$ cat src/sv/fbtc_pkg.sv
// ----------------------------------------------------------------------------
// fbtc_pkg
// Types, constants and tables shared by the torque controller modules.
// ----------------------------------------------------------------------------
package fbtc_pkg;

    localparam int FRAC_BITS        = 16;
    localparam int ROOT_ITER_DEF    = 32;
    localparam int CORDIC_STEPS     = 30;
    localparam int CFG_W            = 32;

    localparam logic signed [39:0] PI_Q30      = 40'sd3373259426;
    localparam logic signed [63:0] HALF_PI_Q30 = 64'sd1686629713;
    localparam logic signed [63:0] QRTR_PI_Q30 = 64'sd843314857;

    // Q30 angle constants brought to the output fraction, rounded half up
    localparam logic signed [31:0] HALF_PI_F =
        32'((HALF_PI_Q30 + (64'sd1 <<< (29 - FRAC_BITS))) >>> (30 - FRAC_BITS));
    localparam logic [31:0] QRTR_PI_F =
        32'((QRTR_PI_Q30 + (64'sd1 <<< (29 - FRAC_BITS))) >>> (30 - FRAC_BITS));

    // Leg extension threshold, 0.001 rounded
    localparam logic signed [31:0] EFFORT_THRESH =
        32'(((64'sd1 <<< FRAC_BITS) + 64'sd500) / 64'sd1000);

    localparam logic [30:0] SAT31 = 31'h7FFF_FFFF;

    // Configuration register indexes
    typedef enum logic [2:0] {
        REG_ANGLE_GAIN    = 3'd0,
        REG_RATE_GAIN     = 3'd1,
        REG_STALL_TORQUE  = 3'd2,
        REG_NO_LOAD_SPEED = 3'd3,
        REG_GRAVITY       = 3'd4,
        REG_ARM_LEN       = 3'd5,
        REG_TAKEOFF_GAIN  = 3'd6,
        REG_SPEED_EPS     = 3'd7
    } cfg_reg_t;

    // Operations of the shared root and divide unit
    typedef enum logic {
        OP_SQRT = 1'b0,
        OP_DIV  = 1'b1
    } unit_op_t;

    typedef struct packed {
        logic busy;
        logic done;
    } unit_sts_t;

    // atan(2^-i) in Q30, truncated
    function automatic logic [31:0] atan_q30(input logic [4:0] i);
        logic [31:0] v;
        case (i)
            5'd0:  v = 32'd843314856;
            5'd1:  v = 32'd497837829;
            5'd2:  v = 32'd263043836;
            5'd3:  v = 32'd133525158;
            5'd4:  v = 32'd67021686;
            5'd5:  v = 32'd33543515;
            5'd6:  v = 32'd16775850;
            5'd7:  v = 32'd8388437;
            5'd8:  v = 32'd4194282;
            5'd9:  v = 32'd2097149;
            5'd10: v = 32'd1048575;
            5'd11: v = 32'd524287;
            5'd12: v = 32'd262143;
            5'd13: v = 32'd131071;
            5'd14: v = 32'd65535;
            5'd15: v = 32'd32767;
            5'd16: v = 32'd16383;
            5'd17: v = 32'd8191;
            5'd18: v = 32'd4095;
            5'd19: v = 32'd2047;
            5'd20: v = 32'd1023;
            5'd21: v = 32'd511;
            5'd22: v = 32'd255;
            5'd23: v = 32'd127;
            5'd24: v = 32'd63;
            5'd25: v = 32'd31;
            5'd26: v = 32'd15;
            5'd27: v = 32'd7;
            5'd28: v = 32'd3;
            5'd29: v = 32'd1;
            default: v = 32'd0;
        endcase
        return v;
    endfunction

endpackage

$ cat src/sv/fbtc_iter.sv
// ----------------------------------------------------------------------------
// fbtc_iter
// Shared bit-serial unit: 64-bit floor square root (32 steps) or
// 64 by 32 bit unsigned division (64 steps), one bit per cycle.
// ----------------------------------------------------------------------------
module fbtc_iter import fbtc_pkg::*; (
    input  logic        aclk,
    input  logic        aresetn,
    input  logic        start,
    input  unit_op_t    op,
    input  logic [63:0] opa,
    input  logic [31:0] opd,
    output unit_sts_t   sts,
    output logic [63:0] result
);

    logic        busy_reg, done_reg;
    unit_op_t    op_reg;
    logic [5:0]  cnt_reg;
    logic [63:0] acc_reg;   // root: remaining radicand; divide: numerator / quotient
    logic [63:0] aux_reg;   // root: partial root; divide: remainder
    logic [63:0] bit_reg;
    logic [31:0] dvs_reg;

    logic [63:0] sq_trial;
    logic        sq_ge;
    logic [32:0] dv_shift;
    logic [33:0] dv_diff;
    logic        dv_ge;
    logic        last;

    // One root step and one restoring divide step
    always_comb begin
        sq_trial = aux_reg + bit_reg;
        sq_ge    = acc_reg >= sq_trial;
        dv_shift = {aux_reg[31:0], acc_reg[63]};
        dv_diff  = {1'b0, dv_shift} - {2'b00, dvs_reg};
        dv_ge    = !dv_diff[33];
        last     = (op_reg == OP_SQRT) ? (cnt_reg == 6'd31) : (cnt_reg == 6'd63);
    end

    // Control
    always_ff @(posedge aclk) begin
        if (!aresetn) begin
            busy_reg <= 1'b0;
            done_reg <= 1'b0;
        end else begin
            done_reg <= 1'b0;
            if (start) begin
                busy_reg <= 1'b1;
            end else if (busy_reg && last) begin
                busy_reg <= 1'b0;
                done_reg <= 1'b1;
            end
        end
    end

    // Datapath
    always_ff @(posedge aclk) begin
        if (start) begin
            op_reg  <= op;
            cnt_reg <= '0;
            acc_reg <= opa;
            aux_reg <= '0;
            bit_reg <= 64'h4000_0000_0000_0000;
            dvs_reg <= opd;
        end else if (busy_reg) begin
            cnt_reg <= cnt_reg + 6'd1;
            case (op_reg)
                OP_SQRT: begin
                    if (sq_ge) begin
                        acc_reg <= acc_reg - sq_trial;
                        aux_reg <= (aux_reg >> 1) + bit_reg;
                    end else begin
                        aux_reg <= aux_reg >> 1;
                    end
                    bit_reg <= bit_reg >> 2;
                end
                OP_DIV: begin
                    acc_reg <= {acc_reg[62:0], dv_ge};
                    aux_reg <= dv_ge ? {32'd0, dv_diff[31:0]} : {31'd0, dv_shift};
                end
                default: begin
                    aux_reg <= aux_reg;
                end
            endcase
        end
    end

    assign sts    = '{busy: busy_reg, done: done_reg};
    assign result = (op_reg == OP_SQRT) ? aux_reg : acc_reg;

endmodule

$ cat config.mk
export PLATFORM = sky130hd
export DESIGN_NAME = fbtc_iter
export DESIGN_NICKNAME = d
export VERILOG_FILES = /design/src/sv/fbtc_pkg.sv /design/src/sv/fbtc_iter.sv
export SDC_FILE = /design/constraint.sdc
export NUM_CORES = 1
export LEC_CHECK = 0
export ABC_CLOCK_PERIOD_IN_PS = 10000
export BUFFER_PORTS_ARGS = -buffer_cell sky130_fd_sc_hd__buf_2
export CAP_MARGIN = 20
export CORE_MARGIN = 5
export CORE_UTILIZATION = 62
export DETAILED_ROUTE_END_ITERATION = 8
export PLACE_DENSITY = 0.82
export SLEW_MARGIN = 20
export SYNTH_ARGS = -nofsm -noshare
export SYNTH_HDL_FRONTEND = slang
export SYNTH_SLANG_ARGS = --single-unit
$ cat constraint.sdc
create_clock -name aclk -period 10 [get_ports aclk]
set_clock_uncertainty 0.1 [all_clocks]
set_input_delay 1 -clock aclk [delete_from_list [all_inputs] [get_ports aclk]]
set_output_delay 1 -clock aclk [all_outputs]
set_load 0.05 [all_outputs]
Word level (Yosys, flattened, before mapping)

Index checks and enable logic that the tools add are counted.
Widths: inputs -> output; s select.

Output and inout port bits: 66
Memories: 0
Bits in latches: 0
Input port bits: 100
Logic and storage cells: 38
Bits in writable memories: 0
Bits in read-only memories: 0
Register bits: 201

Reduce and logical (&&, ||, !) cells: 7
Divide/modulo/power cells: 0
Eq/ne operators: 3
$add $sub $neg: 5
Shift-type cells: 0
Muxes and demuxes: 12
Bitwise logic cells: 2
Order comparisons: 1
$mul: 0

Operators with widths:

| kind                | count |
|---|---|
| $mux 64             | 5 |
| $pmux 64 s2         | 2 |
| $add 63x63->64      | 1 |
| $add 64x63->64      | 1 |
| $ge 64x64->1        | 1 |
| $sub 64x64->64      | 1 |
| $sub 33x32->34      | 1 |
| $mux 33             | 1 |
| $add 6x1->6 const B | 1 |
| $eq 6x5->1 const B  | 1 |
| $eq 6x6->1 const B  | 1 |
| $mux 1              | 4 |
| $reduce_and 2->1    | 2 |
| $reduce_bool 2->1   | 2 |
| $ne 3x3->1 const B  | 1 |
| $not 1->1           | 2 |
| $reduce_or 2->1     | 1 |
| $logic_and 1x1->1   | 1 |
| $logic_not 1->1     | 1 |

Depth between registers and ports, before layout

Word-level depth: 6
Gate-level depth with buffers: 25
Mapped depth without buffers: 23

Least setup slack after synthesis

Ideal clock, no wire load.

Path type: flip-flop to flip-flop
Start point: register aux_reg[2]
End point: register acc_reg[0], enable pin
Path buffers: 2
Stages on the path, launching flop included: 24
Period minus slack after synthesis: 6.938 ns
Data required time: 9.468 ns
Library setup time: 0.432 ns
Path slack: 3.062 ns
Data arrival time: 6.406 ns
Path through: dfxtp_1 ha_1 a31oi_1 a211oi_2 a21oi_1 o31ai_2 a21oi_1 o41ai_2 a31o_2 a31oi_1 o21bai_1 xnor2_1 ha_1 and3_1 nand2_1 or4_1 nor2_1 nand3_1 a21oi_2 or2_1 buf_4 buf_2 o21ai_0 nand2b_1

Word-level cells in the longest chain between the ends: 4

Ends and longest elaborated chain:

| element                           | RTL line        | RTL |
|---|---|---|
| from (decl)                       | fbtc_iter.sv:21 | `logic [63:0] aux_reg;` |
| from (signal assigned)            | fbtc_iter.sv:73 | `aux_reg <= (aux_reg >> 1) + bit_reg;` |
| from (signal assigned)            | fbtc_iter.sv:75 | `aux_reg <= aux_reg >> 1;` |
| from (signal assigned)            | fbtc_iter.sv:81 | `aux_reg <= dv_ge ? {32'd0, dv_diff[31:0]} : {31'd0, dv_shift};` |
| $add 64x63->64                    | fbtc_iter.sv:34 | `sq_trial = aux_reg + bit_reg;` |
| $ge 64x64->1                      | fbtc_iter.sv:35 | `sq_ge = acc_reg >= sq_trial;` |
| $ne 3x3->1 (no source line)       | -               |  |
| $reduce_and 2->1 (no source line) | -               |  |
| to (signal assigned)              | fbtc_iter.sv:63 | `acc_reg <= opa;` |
| to (signal assigned)              | fbtc_iter.sv:72 | `acc_reg <= acc_reg - sq_trial;` |
| to (signal assigned)              | fbtc_iter.sv:80 | `acc_reg <= {acc_reg[62:0], dv_ge};` |
| to (decl)                         | fbtc_iter.sv:20 | `logic [63:0] acc_reg;` |

Every way passes these cells.
A chain may end at the register's enable or synchronous reset.

Worst setup path in the final report

Start point: register aux_reg[4]
End point: register acc_reg[58], enable pin

Same word-level chain as after synthesis.

==> out/results.ini <==
[synthesis]
synth_flop_cell=dfxtp_1
synthCells=2495
yosysTopAreaCell=edfxtp_1
synth_common_cells=329 x nand2_1, 232 x o21ai_0, 197 x a21oi_1
yosys.cell_count.top_type=nand2_1
synth_top_area_share_pct=15.0
ys_async_sr_fraction_pct=0
yosysSeqAreaShare_pct=25.6
ys_seq_elements=201
syn_nets=2760
yosys_warnings=0
syn_area_um2=19500
avgSynthCellArea_um2=7.81
ys_types=88
synth_edf_count=97
synthTopCellsByArea=edfxtp_1 15%, dfxtp_1 11%, ha_1 10%, nand2_1 6.3%, o21ai_0 6.0%

[layout]
fin_util_pct=68.1
nNetsFinal=2834
fin_cells=2989
areaGrowthSynthToFinish_pct=9.40
fillers=2586
drive_above_1_share_pct=12.4
antenna_cells=0

[global_route]
track_usage_pct=35.1
grt_pass1_wl_um=102000
antenna_found_initial=0
grt_max_degree=195
grt_overflow_total=0
first_global_vias=18400

[clock_network]
cts_setup_buffers=0
insertion_delay_ns=0.57
cts_tree=yes
cts_buffer_depth=3
cts_resized=0
hold_buffers=0
cts-buffers-inserted=24
cts-htree-levels=1
cts_sinks=201
path_clk_slew_ns=0.06
clock-root-buffer=clkbuf_16

[sta]
fmax_mhz=132
relSlewSlack_pct=35.6
worst_slew_pin_slew_ns=0.963
period_share_pct=75.9
finalHoldWorstSlack_ns=0.394
period_minus_slack_ns=7.59
finalMaxSlewViolations=0
setup_tns_ns=0
grt_setup_unrepaired=false
setup_viol=0
hold_viol=0

[status]
status=finished, final reports clean

[drt]
wirelength_um=64500
drtIter0Drc=2946
viasPerCell=6.70
final_antenna_net_count=0
wire_per_inst_um=21.6
drc_errors=0
vias=20000
drt_pre_antenna_iters=8

[critical_path]
crit_buf_inv=2
critPathSlowestCell=buf_4
cp_top_family=compound AO/OA/AOI/OAI gates
critical_path.max_fanout=56
crit_required_ns=10.08
endpoint_kind=flop
reg2reg_to=acc_reg[58]
max_stage_delay_ns=0.66
worstPathArrival_ns=7.68
cp-start-kind=flop
r2r_slack_ns=2.41
r2r-start=aux_reg[4]
path_class=flop to flop
crit_path_cell_trace=ha_1 -> a211oi_1 -> a211oi_2 -> a21oi_1 -> o31ai_2 -> a21oi_1 -> o41ai_2 -> a31o_2 -> a31oi_1 -> o21bai_1 -> xnor2_1 -> ha_1 -> and3_1 -> nand2_1 -> or4_1 -> nor2_1 -> nand3_1 -> a21oi_2 -> or2_1 -> buf_4 -> o21ai_0 -> nand2b_2 -> buf_4
ff2ff_path_depth=23

[floorplanning]
fp-row-count=65
core_area_um2=31300
die_w_um=187
dieHeight_um=187
die_area_um2=35100
start_util_pct=62.2
ios=166

[power]
p_leak_nw=8.52
irDropWorstVdd_v=0.000176
power.density_nw_per_um2=157
finalPower_mw=3.34

[placement]
gp_congestion=1.03
dp.cells=2945
hpwlAfterDp_um=49700
port-buffer-count=165

[hold_path]
min_path_cells=2
min_from=bit_reg[0]
hold_path_end=bit_reg[0]
hp-class=flop to flop

[flow_run]
cap_violations=0

cells by family (layout without fill, tap and decap cells):
| family | Yosys count | in the layout | synth area share [%] |
|---|---|---|---|
| buffers and inverters | 249 | 341 | 4.98 |
| AOI/OAI and AO/OA | 839 | 839 | 27.8 |
| xor gates and xnor gates | 190 | 190 | 8.54 |
| muxes | 74 | 74 | 4.17 |
| DFF | 201 | 201 | 25.6 |
| and+or+nand+nor | 777 | 777 | 18.2 |
| adders and majority gates | 165 | 165 | 10.7 |
cell type report:
cell class	instances	area (µm²)	area share (%)
Multi-Input combinational cell	2045	13600	63.6
Sequential cell	201	4990	23.4
Timing Repair Buffer	179	950	4.46
Clock buffer	38	767	3.60
Tap cell	402	503	2.36
Inverter	118	443	2.08
Clock inverter	6	105	0.493
worst max-delay path by stage:
stage | startpoint | end | slack (ns) | cells past startpoint
5_1_grt | aux_reg[4] | acc_reg[58] | 2.00 | 23
3_5_place_dp | aux_reg[2] | acc_reg[62] | 2.56 | 23
2_1_floorplan | aux_reg[2] | acc_reg[0] | 3.06 | 23
4_1_cts | aux_reg[2] | acc_reg[62] | 2.54 | 23
6_report | aux_reg[4] | acc_reg[58] | 2.41 | 23
3_3_place_gp | aux_reg[2] | acc_reg[62] | 2.85 | 23
where the power goes:
group	leakage [nW]	switching, mW	internal [mW]	total [mW]
clock network	0.427	0.381	0.581	0.962
registers	1.81	0.0818	0.957	1.04
logic	6.28	0.876	0.465	1.34
total	8.52	1.34	2.00	3.34
stage by stage:
step,instance area (µm²),worst slack (ns)
finish,21300,2.41
floorplan,19500,3.06
global route,21300,2.00
CTS,21300,2.54
global placement,20400,2.85
detailed placement,20400,2.56
worst register-to-register path, cell delays in order (launching register included):
cell and delay [ns]:
dfxtp_1 0.59, ha_1 0.30, a211oi_1 0.10, a211oi_2 0.37
a21oi_1 0.21, o31ai_2 0.46, a21oi_1 0.24, o41ai_2 0.56
a31o_2 0.26, a31oi_1 0.12, o21bai_1 0.21, xnor2_1 0.09
ha_1 0.42, and3_1 0.25, nand2_1 0.16, or4_1 0.59
nor2_1 0.18, nand3_1 0.10, a21oi_2 0.28, or2_1 0.15
buf_4 0.30, o21ai_0 0.17, nand2b_2 0.26, buf_4 0.66
cell usage in the layout (no fill, tap or decap), types with 16 or more instances in the layout:
cell       synthesis  routed
a211oi_1          19      19
a21o_1            67      67
a21oi_1          197     197
a31o_2            25      25
a31oi_1           62      62
and2_1            16      16
and3_1            23      23
buf_2             16     164
clkbuf_16          0      27
dfxtp_1          104     104
edfxtp_1          97      97
ha_1             163     163
inv_1            117     117
mux2_2            57      57
mux2i_1           17      17
nand2_1          329     329
nand2b_1          19      18
nand3_1           40      40
nand4_1           48      48
nor2_1           187     184
nor2b_1           19      19
nor3_1            37      37
o211ai_1          20      20
o21a_1            23      23
o21ai_0          232     232
o21bai_1          20      20
o221ai_1          18      18
xnor2_1          103     103
xor2_1            87      87
per-layer routing:
metal / GRT usage [%] / wire length (µm) / vias up
met5: 0 / 0 / -
met4: 8.79 / 1820 / 0
met3: 7.05 / 7580 / 123
met2: 49.4 / 25600 / 1221
met1: 54.5 / 29400 / 9374
li1: - / - / 9316
Note: power is estimated with default switching activity, not from simulation.
