--- config.mk ---
export PLATFORM = sky130hd
export DESIGN_NAME = fbtc_cordic
export DESIGN_NICKNAME = d
export VERILOG_FILES = /design/src/sv/fbtc_pkg.sv /design/src/sv/fbtc_cordic.sv
export SDC_FILE = /design/constraint.sdc
export NUM_CORES = 1
export LEC_CHECK = 0
export ABC_AREA = 1
export BUFFER_PORTS_ARGS = -buffer_cell sky130_fd_sc_hd__buf_2
export CORE_MARGIN = 1
export CORE_UTILIZATION = 50
export CTS_BUF_LIST = sky130_fd_sc_hd__clkbuf_16
export DETAILED_ROUTE_END_ITERATION = 6
export PLACE_DENSITY_LB_ADDON = 0.12
export SLEW_MARGIN = 0
export SYNTH_ARGS = -nofsm -noshare
export SYNTH_HDL_FRONTEND = slang
export SYNTH_SLANG_ARGS = --single-unit
export TNS_END_PERCENT = 100
--- constraint.sdc ---
create_clock -name aclk -period 7.7 [get_ports aclk]
set_input_delay 0.385 -clock aclk [delete_from_list [all_inputs] [get_ports aclk]]
set_output_delay 0.385 -clock aclk [all_outputs]
set_load 0.02 [all_outputs]
--- src/sv/fbtc_pkg.sv ---
// ----------------------------------------------------------------------------
// fbtc_pkg
// Types, constants and tables shared by the torque controller modules.
// ----------------------------------------------------------------------------
package fbtc_pkg;

    localparam int FRAC_BITS        = 16;
    localparam int ROOT_ITER_DEF    = 32;
    localparam int CORDIC_STEPS     = 30;
    localparam int CFG_W            = 32;

    localparam logic signed [39:0] PI_Q30      = 40'sd3373259426;
    localparam logic signed [63:0] HALF_PI_Q30 = 64'sd1686629713;
    localparam logic signed [63:0] QRTR_PI_Q30 = 64'sd843314857;

    // Q30 angle constants brought to the output fraction, rounded half up
    localparam logic signed [31:0] HALF_PI_F =
        32'((HALF_PI_Q30 + (64'sd1 <<< (29 - FRAC_BITS))) >>> (30 - FRAC_BITS));
    localparam logic [31:0] QRTR_PI_F =
        32'((QRTR_PI_Q30 + (64'sd1 <<< (29 - FRAC_BITS))) >>> (30 - FRAC_BITS));

    // Leg extension threshold, 0.001 rounded
    localparam logic signed [31:0] EFFORT_THRESH =
        32'(((64'sd1 <<< FRAC_BITS) + 64'sd500) / 64'sd1000);

    localparam logic [30:0] SAT31 = 31'h7FFF_FFFF;

    // Configuration register indexes
    typedef enum logic [2:0] {
        REG_ANGLE_GAIN    = 3'd0,
        REG_RATE_GAIN     = 3'd1,
        REG_STALL_TORQUE  = 3'd2,
        REG_NO_LOAD_SPEED = 3'd3,
        REG_GRAVITY       = 3'd4,
        REG_ARM_LEN       = 3'd5,
        REG_TAKEOFF_GAIN  = 3'd6,
        REG_SPEED_EPS     = 3'd7
    } cfg_reg_t;

    // Operations of the shared root and divide unit
    typedef enum logic {
        OP_SQRT = 1'b0,
        OP_DIV  = 1'b1
    } unit_op_t;

    typedef struct packed {
        logic busy;
        logic done;
    } unit_sts_t;

    // atan(2^-i) in Q30, truncated
    function automatic logic [31:0] atan_q30(input logic [4:0] i);
        logic [31:0] v;
        case (i)
            5'd0:  v = 32'd843314856;
            5'd1:  v = 32'd497837829;
            5'd2:  v = 32'd263043836;
            5'd3:  v = 32'd133525158;
            5'd4:  v = 32'd67021686;
            5'd5:  v = 32'd33543515;
            5'd6:  v = 32'd16775850;
            5'd7:  v = 32'd8388437;
            5'd8:  v = 32'd4194282;
            5'd9:  v = 32'd2097149;
            5'd10: v = 32'd1048575;
            5'd11: v = 32'd524287;
            5'd12: v = 32'd262143;
            5'd13: v = 32'd131071;
            5'd14: v = 32'd65535;
            5'd15: v = 32'd32767;
            5'd16: v = 32'd16383;
            5'd17: v = 32'd8191;
            5'd18: v = 32'd4095;
            5'd19: v = 32'd2047;
            5'd20: v = 32'd1023;
            5'd21: v = 32'd511;
            5'd22: v = 32'd255;
            5'd23: v = 32'd127;
            5'd24: v = 32'd63;
            5'd25: v = 32'd31;
            5'd26: v = 32'd15;
            5'd27: v = 32'd7;
            5'd28: v = 32'd3;
            5'd29: v = 32'd1;
            default: v = 32'd0;
        endcase
        return v;
    endfunction

endpackage

--- src/sv/fbtc_cordic.sv ---
// ----------------------------------------------------------------------------
// fbtc_cordic
// Iterative vectoring CORDIC: atan2(y, x), one rotation per cycle,
// Q30 angle accumulator rounded to the output fraction.
// ----------------------------------------------------------------------------
module fbtc_cordic import fbtc_pkg::*; (
    input  logic               aclk,
    input  logic               aresetn,
    input  logic               start,
    input  logic signed [35:0] y_in,
    input  logic signed [35:0] x_in,
    output unit_sts_t          sts,
    output logic signed [31:0] angle
);

    logic               busy_reg, done_reg, zero_reg;
    logic [4:0]         cnt_reg;
    logic signed [47:0] x_reg, y_reg;
    logic signed [39:0] z_reg;

    logic signed [36:0] xs, ys;
    logic signed [39:0] z0;
    logic signed [47:0] dx, dy;
    logic signed [39:0] at_ext;
    logic signed [39:0] z_rnd;

    // Fold the left half plane and form one rotation
    always_comb begin
        xs     = x_in[35] ? -37'(x_in) : 37'(x_in);
        ys     = x_in[35] ? -37'(y_in) : 37'(y_in);
        z0     = x_in[35] ? (y_in[35] ? -PI_Q30 : PI_Q30) : 40'sd0;
        dx     = y_reg >>> cnt_reg;
        dy     = x_reg >>> cnt_reg;
        at_ext = $signed({8'd0, atan_q30(cnt_reg)});
        z_rnd  = (z_reg + (40'sd1 <<< (29 - FRAC_BITS))) >>> (30 - FRAC_BITS);
    end

    // Control
    always_ff @(posedge aclk) begin
        if (!aresetn) begin
            busy_reg <= 1'b0;
            done_reg <= 1'b0;
        end else begin
            done_reg <= 1'b0;
            if (start) begin
                busy_reg <= 1'b1;
            end else if (busy_reg && cnt_reg == 5'(CORDIC_STEPS - 1)) begin
                busy_reg <= 1'b0;
                done_reg <= 1'b1;
            end
        end
    end

    // Rotate towards the x axis
    always_ff @(posedge aclk) begin
        if (start) begin
            cnt_reg  <= '0;
            zero_reg <= (x_in == 36'sd0) && (y_in == 36'sd0);
            x_reg    <= 48'(xs) <<< 8;
            y_reg    <= 48'(ys) <<< 8;
            z_reg    <= z0;
        end else if (busy_reg) begin
            cnt_reg <= cnt_reg + 5'd1;
            if (y_reg > 48'sd0) begin
                x_reg <= x_reg + dx;
                y_reg <= y_reg - dy;
                z_reg <= z_reg + at_ext;
            end else begin
                x_reg <= x_reg - dx;
                y_reg <= y_reg + dy;
                z_reg <= z_reg - at_ext;
            end
        end
    end

    assign sts   = '{busy: busy_reg, done: done_reg};
    assign angle = zero_reg ? 32'sd0 : z_rnd[31:0];

endmodule

; Yosys cells after proc, flatten, opt, wreduce, memory -nomap -nowiden
; Memories as Yosys holds them, arrays and structs flattened. A register that Yosys moved wholly into a read port is not among the register bits.
; Cells that the tools add are included.
[word_totals]
register_bits = 144
rom_bits = 960
inputBits = 75
memories = 1
[mem_list]
columns = name, depth, word_bits, read_ports, rd_ports_with_merged_regs, wr, line_no
row1 = (name not given), 32, 30, 1, 1, 0, fbtc_pkg.sv:54  ; case (i)
[op_classes]
add_sub_neg = 10
order_cmp = 1
eq_ne = 1
shifts = 2
mux = 19
bitwise_logic = 1
n_reduce_logical = 7
[ops]
columns = operator, count
row1 = 2-to-1 mux 48 bit, 6
row2 = 2-to-1 mux 40 bit, 5
row3 = adder 48 bit, 2
row4 = >>> shifter 48 x 5 -> 48 bit, 2
row5 = subtractor 48 bit, 2
row6 = 2-to-1 mux 37 bit, 2
row7 = negation 36 -> 37 bit, 2
row8 = logical NOT 36 bit, 2
row9 = > comparator 48 x 1 -> 1 bit (second input constant), 1
row10 = adder 40 x 15 -> 40 bit (second input constant), 1
row11 = adder 40 x 33 -> 40 bit, 1
row12 = subtractor 40 x 33 -> 40 bit, 1
row13 = 2-to-1 mux 32 bit, 1
row14 = 2-to-1 mux 5 bit, 2
row15 = adder 5 x 1 -> 5 bit (second input constant), 1
row16 = == test 5 bit (second input constant), 1
row17 = nonzero test 2 bit, 2
row18 = 2-to-1 mux 1 bit, 3
row19 = logical AND 1 bit, 2
row20 = OR reduction 2 bit, 1
row21 = NOT 1 bit, 1

; Longest topological paths before layout
[depth]
ltp_word = 5
depth_mapped = 36

; Worst setup path after synthesis
; OpenSTA, ideal clock, no wires.
[synth_timing]
path_type = input-to-reg
from = in start
to = reg, netlist name at_ext[2]
arrival_time_ns = 5.821
setup_slack_ns = 1.745
path_stages = 8
path_buffers = 1
path_cell_list = clkbuf_1 > nor2_1 > clkinv_1 > o22ai_1 > inv_1 > ha_1 > o311ai_0 > o21ai_0
[synth_via]
elab_chain_cells = 1
[synth_lines]
columns = item, line_no
row1 = from (decl), fbtc_cordic.sv:9  ; input logic start,
row2 = 2-to-1 mux 5 bit (no line), --
; No other way between the ends.
; A chain may end at the register's enable or synchronous reset.

; Final worst setup path
[layout_timing]
from = reg cnt_reg[1]
to = reg y_reg[47], data pin
[layout_via]
elab_chain_cells = 5
elab_cells_between_ends = 6
cone_classes = add/sub: 2 / shift: 1 / mux: 3
[layout_lines]
columns = item, line_no
row1 = from (decl), fbtc_cordic.sv:17  ; logic [4:0] cnt_reg;
row2 = from (signal assigned), fbtc_cordic.sv:63  ; cnt_reg <= cnt_reg + 5'd1;
row3 = >>> shifter 48 x 5 -> 48 bit *, fbtc_cordic.sv:33  ; dy = x_reg >>> cnt_reg;
row4 = adder 48 bit / subtractor 48 bit (equally long branches), "fbtc_cordic.sv:70, fbtc_cordic.sv:66"
row5 = 2-to-1 mux 48 bit *, fbtc_cordic.sv:64  ; if (y_reg > 48'sd0) begin
row6 = 2-to-1 mux 48 bit *, fbtc_cordic.sv:62  ; end else if (busy_reg) begin
row7 = 2-to-1 mux 48 bit *, fbtc_cordic.sv:56  ; if (start) begin
row8 = to (signal assigned), fbtc_cordic.sv:60  ; y_reg <= 48'(ys) <<< 8;
row9 = to (signal assigned), fbtc_cordic.sv:66  ; y_reg <= y_reg - dy;
row10 = to (signal assigned), fbtc_cordic.sv:70  ; y_reg <= y_reg + dy;
row11 = to (decl), fbtc_cordic.sv:18  ; logic signed [47:0] x_reg, y_reg;
; Every way passes the cells marked *; elsewhere a longest branch is shown, timed or not. The select of a mux whose other input is x is not followed.

==> impl_metrics.py <==
metrics = {
    "floorplanning": {
        "initial_core_util_pct": 50.67,
        "die_h_um": 233.0,
        "core_sq_um": 52660,
        "io_pins": 109,
        "row_count": 84,
        "dieArea_sq_um": 54290,
        "die_w_um": 233.0,
    },
    "clock_network": {
        "clockBufferDepth": 2,
        "clock_latency_ns": 0.52,
        "clk_pin_slew_worst_paths_ns": 0.09,
        "h-tree-depth": 4,
        "clock_sinks": 174,
        "cts_inserted_buffers": 17,
        "cts.repair.resized": 0,
        "cts_tree": "built",
        "ctsHoldBuffers": 0,
        "cts-root-buf": "clkbuf_16",
        "post_cts_buffers": 0,
    },
    "synthesis": {
        "syn_inst": 4544,
        "netlist_area_sq_um": 26680,
        "dominantRegCellSynth": "edfxtp_1",
        "ys_ff_latch": 174,
        "synth-async-reset-ratio_pct": 0,
        "yosysUniqueCellTypes": 64,
        "yosysWarnings": 0,
        "yosysSeqAreaShare_pct": 17.60,
        "postSynthAreaPerCell_sq_um": 5.871,
        "synth-edff-count": 121,
        "synth_nets": 4783,
    },
    "timing": {
        "clock.fmax_mhz": 148.2,
        "fin_skew_ns": 0.01975,
        "period_minus_slack_ns": 6.746,
        "setup_viol": 0,
        "hold_viol": 0,
        "max_slew_margin_pct": 17.23,
        "setup_tns_ns": 0,
        "maxSlewViolCount": 0,
        "period_share_pct": 87.61,
        "tightest_slew_ns": 1.240,
        "grt_setup_unrepaired": "no",
        "setup_ws_ns": 0.9544,
    },
    "drt": {
        "routed_wl_um": 104900,
        "highest_layer": "met5",
        "via_per_inst": 5.923,
        "dr.pass1.iters": 6,
        "drc_errors": 0,
        "dr_wl_met2_um": 43950,
        "num_vias": 30960,
        "dr_wl_met3_um": 9597,
        "ant_nets": 0,
        "first_iter_violations": 3908,
        "avgRoutedWirePerCell_um": 20.07,
        "met1_length_um": 48230,
    },
    "worst_setup_path": {
        "crit_fanout": 51,
        "crit_type": "reg2reg",
        "reg2reg_slack_ns": 0.95,
        "cp-end-kind": "flop",
        "r2r_cells": 33,
        "worstReg2RegStart": "cnt_reg[1]",
        "critPathCapture": "y_reg[47]",
        "start_kind": "flop",
        "worstSetupStartpoint": "cnt_reg[1]",
        "critPathRequiredTime_ns": 7.96,
        "cp_common_cell": "nand2_1",
        "slowest_stage": "inv_2",
        "r2r-end": "y_reg[47]",
        "cpPeakStageDelay_ns": 0.68,
        "arrival_ns": 7.01,
    },
    "grt": {
        "grt_max_degree": 100,
        "grt_pass1_vias": 27310,
        "grt.total_usage_pct": 38.33,
        "grt-ovfl-total": 0,
        "grt_pass1_wl_um": 159600,
        "antenna_found_initial": 1,
    },
    "power": {
        "leakage_nw": 13.36,
        "swShare_pct": 56.80,
        "switching_power_mw": 4.848,
        "p_comb_share_pct": 70.4,
        "powerDensity_nw_per_um2": 304.8,
        "power_mw": 8.536,
        "power.share.sequential_pct": 18.8,
        "p_int_mw": 3.688,
        "max-vdd-ir-drop_mv": 0.2935,
        "clkPwrFrac_pct": 10.8,
    },
    "final_layout": {
        "areaGrowthSynthToFinish_pct": 4.980,
        "num_antenna_cells": 0,
        "fill_cells": 5742,
        "layout.nets": 4765,
        "final_area_sq_um": 28010,
        "drive_above_1_share_pct": 5.904,
    },
    "place": {
        "placed_area_sq_um": 27440,
        "pre_cts_ws_ns": 1.285,
        "dp_hpwl_um": 83410,
        "port_buffers": 108,
        "gp_congestion": 1.036,
    },
    "min_path": {
        "hold_path.class": "in2reg",
    },
    "outcome": {
        "status": "completed",
    },
    "flow_run": {
        "drv_cap": 0,
    },
}
[through the flow]
stage	instances	hold WS [ns]	utilization, %
after CTS	5227	0.09185	53.19
after detailed placement	5195	0.4993	52.11
after global routing	5227	0.1029	53.19
after global placement	5195	0.4944	52.11
after floorplan	4544	0.4777	-
final	5227	0.1120	53.19
[final cells by class]
class / count / area, sq um / area share, %
Inverter: 481 / 1809 / 6.460
Timing Repair Buffer: 136 / 753.2 / 2.689
Clock inverter: 15 / 146.4 / 0.5227
Tap cell: 688 / 860.8 / 3.073
Multi-Input combinational cell: 3716 / 19310 / 68.94
Clock buffer: 17 / 425.4 / 1.519
Sequential cell: 174 / 4703 / 16.79
[placed cells by master (no fill, tap or decap), types with 15 or more instances in the layout]
cell type  instances
buf_4             29
o21ai_1           55
o21a_1            21
or2_2             34
nand2_1         1193
xor2_1           131
o21ai_0          270
a21oi_1          304
buf_2            107
nand4_1           43
xnor2_1           58
inv_1            465
a31oi_1           51
o22ai_1           22
nor3_1            78
ha_1             161
clkbuf_16         17
nor4_1            26
edfxtp_1         121
nand3_1          603
o211ai_1          15
dfxtp_1           48
nor2_1           466
o31ai_1           25
[power groups by stage]
stage | sequential (mW) | combinational (mW) | clock [mW]
2_1_floorplan | 1.44 | 4.37 | 0
3_3_place_gp | 1.61 | 5.86 | 0
3_5_place_dp | 1.61 | 5.84 | 0
4_1_cts | 1.59 | 5.88 | 0.926
5_1_grt | 1.62 | 6.67 | 0.957
6_report | 1.61 | 6.01 | 0.920
[metal layers]
layer / vias up / global-route usage, %
met5: - / 0
li1: 15270 / -
met2: 1396 / 57.19
met1: 14110 / 55.51
met3: 183 / 6.569
met4: 2 / 11.87
[worst max-delay path, delay by kind of cell, from the launching register on]
family                     cells  cell delay, ns
and+or+nand+nor               21            2.60
buffers and inverters          7            1.69
AOI/OAI and AO/OA              2            0.94
adders and majority gates      2            0.71
DFF                            1            0.33
xor gates and xnor gates       1            0.15
[synthesized netlist by cell type (21+ instances only)]
| cell | n | area (sq um) |
|---|---|---|
| clkbuf_1 | 74 | 277.8 |
| o22ai_1 | 22 | 137.6 |
| ha_1 | 161 | 2014 |
| dfxtp_1 | 53 | 1061 |
| o21ai_1 | 55 | 275.3 |
| nor3_1 | 78 | 390.4 |
| nand2_1 | 1194 | 4482 |
| a21oi_1 | 304 | 1521 |
| o21a_1 | 21 | 157.7 |
| o31ai_1 | 25 | 187.7 |
| nor4_1 | 26 | 162.7 |
| a31oi_1 | 51 | 319.1 |
| buf_2 | 40 | 200.2 |
| o21ai_0 | 270 | 1351 |
| nand3_1 | 603 | 3018 |
| xnor2_1 | 58 | 508.0 |
| nor2_1 | 467 | 1753 |
| edfxtp_1 | 121 | 3633 |
| buf_1 | 28 | 105.1 |
| nand4_1 | 43 | 269.0 |
| or2_2 | 34 | 212.7 |
| inv_1 | 466 | 1749 |
| xor2_1 | 131 | 1147 |
[cells by family (layout without fill, tap and decap cells)]
family | Yosys count | count (layout) | synth area share [%]
flops | 174 | 174 | 17.60
buf+inv | 654 | 649 | 10.06
compound gates | 848 | 848 | 17.90
xor+xnor | 189 | 189 | 6.205
simple gates | 2514 | 2514 | 40.42
mux | 1 | 1 | 0.03752
fa+ha+maj | 164 | 164 | 7.776
[how the worst min path moves through the flow]
stage	start	to	slack, ns	depth (start not counted)
floorplan	x_reg[7]	x_reg[7]	0.48	2
global placement	x_reg[0]	x_reg[0]	0.49	2
detailed placement	x_reg[0]	x_reg[0]	0.50	2
CTS	aresetn	busy_reg	0.09	3
global route	aresetn	busy_reg	0.10	3
finish	aresetn	busy_reg	0.11	3
No activity file was read; power rests on OpenSTA's default activity.
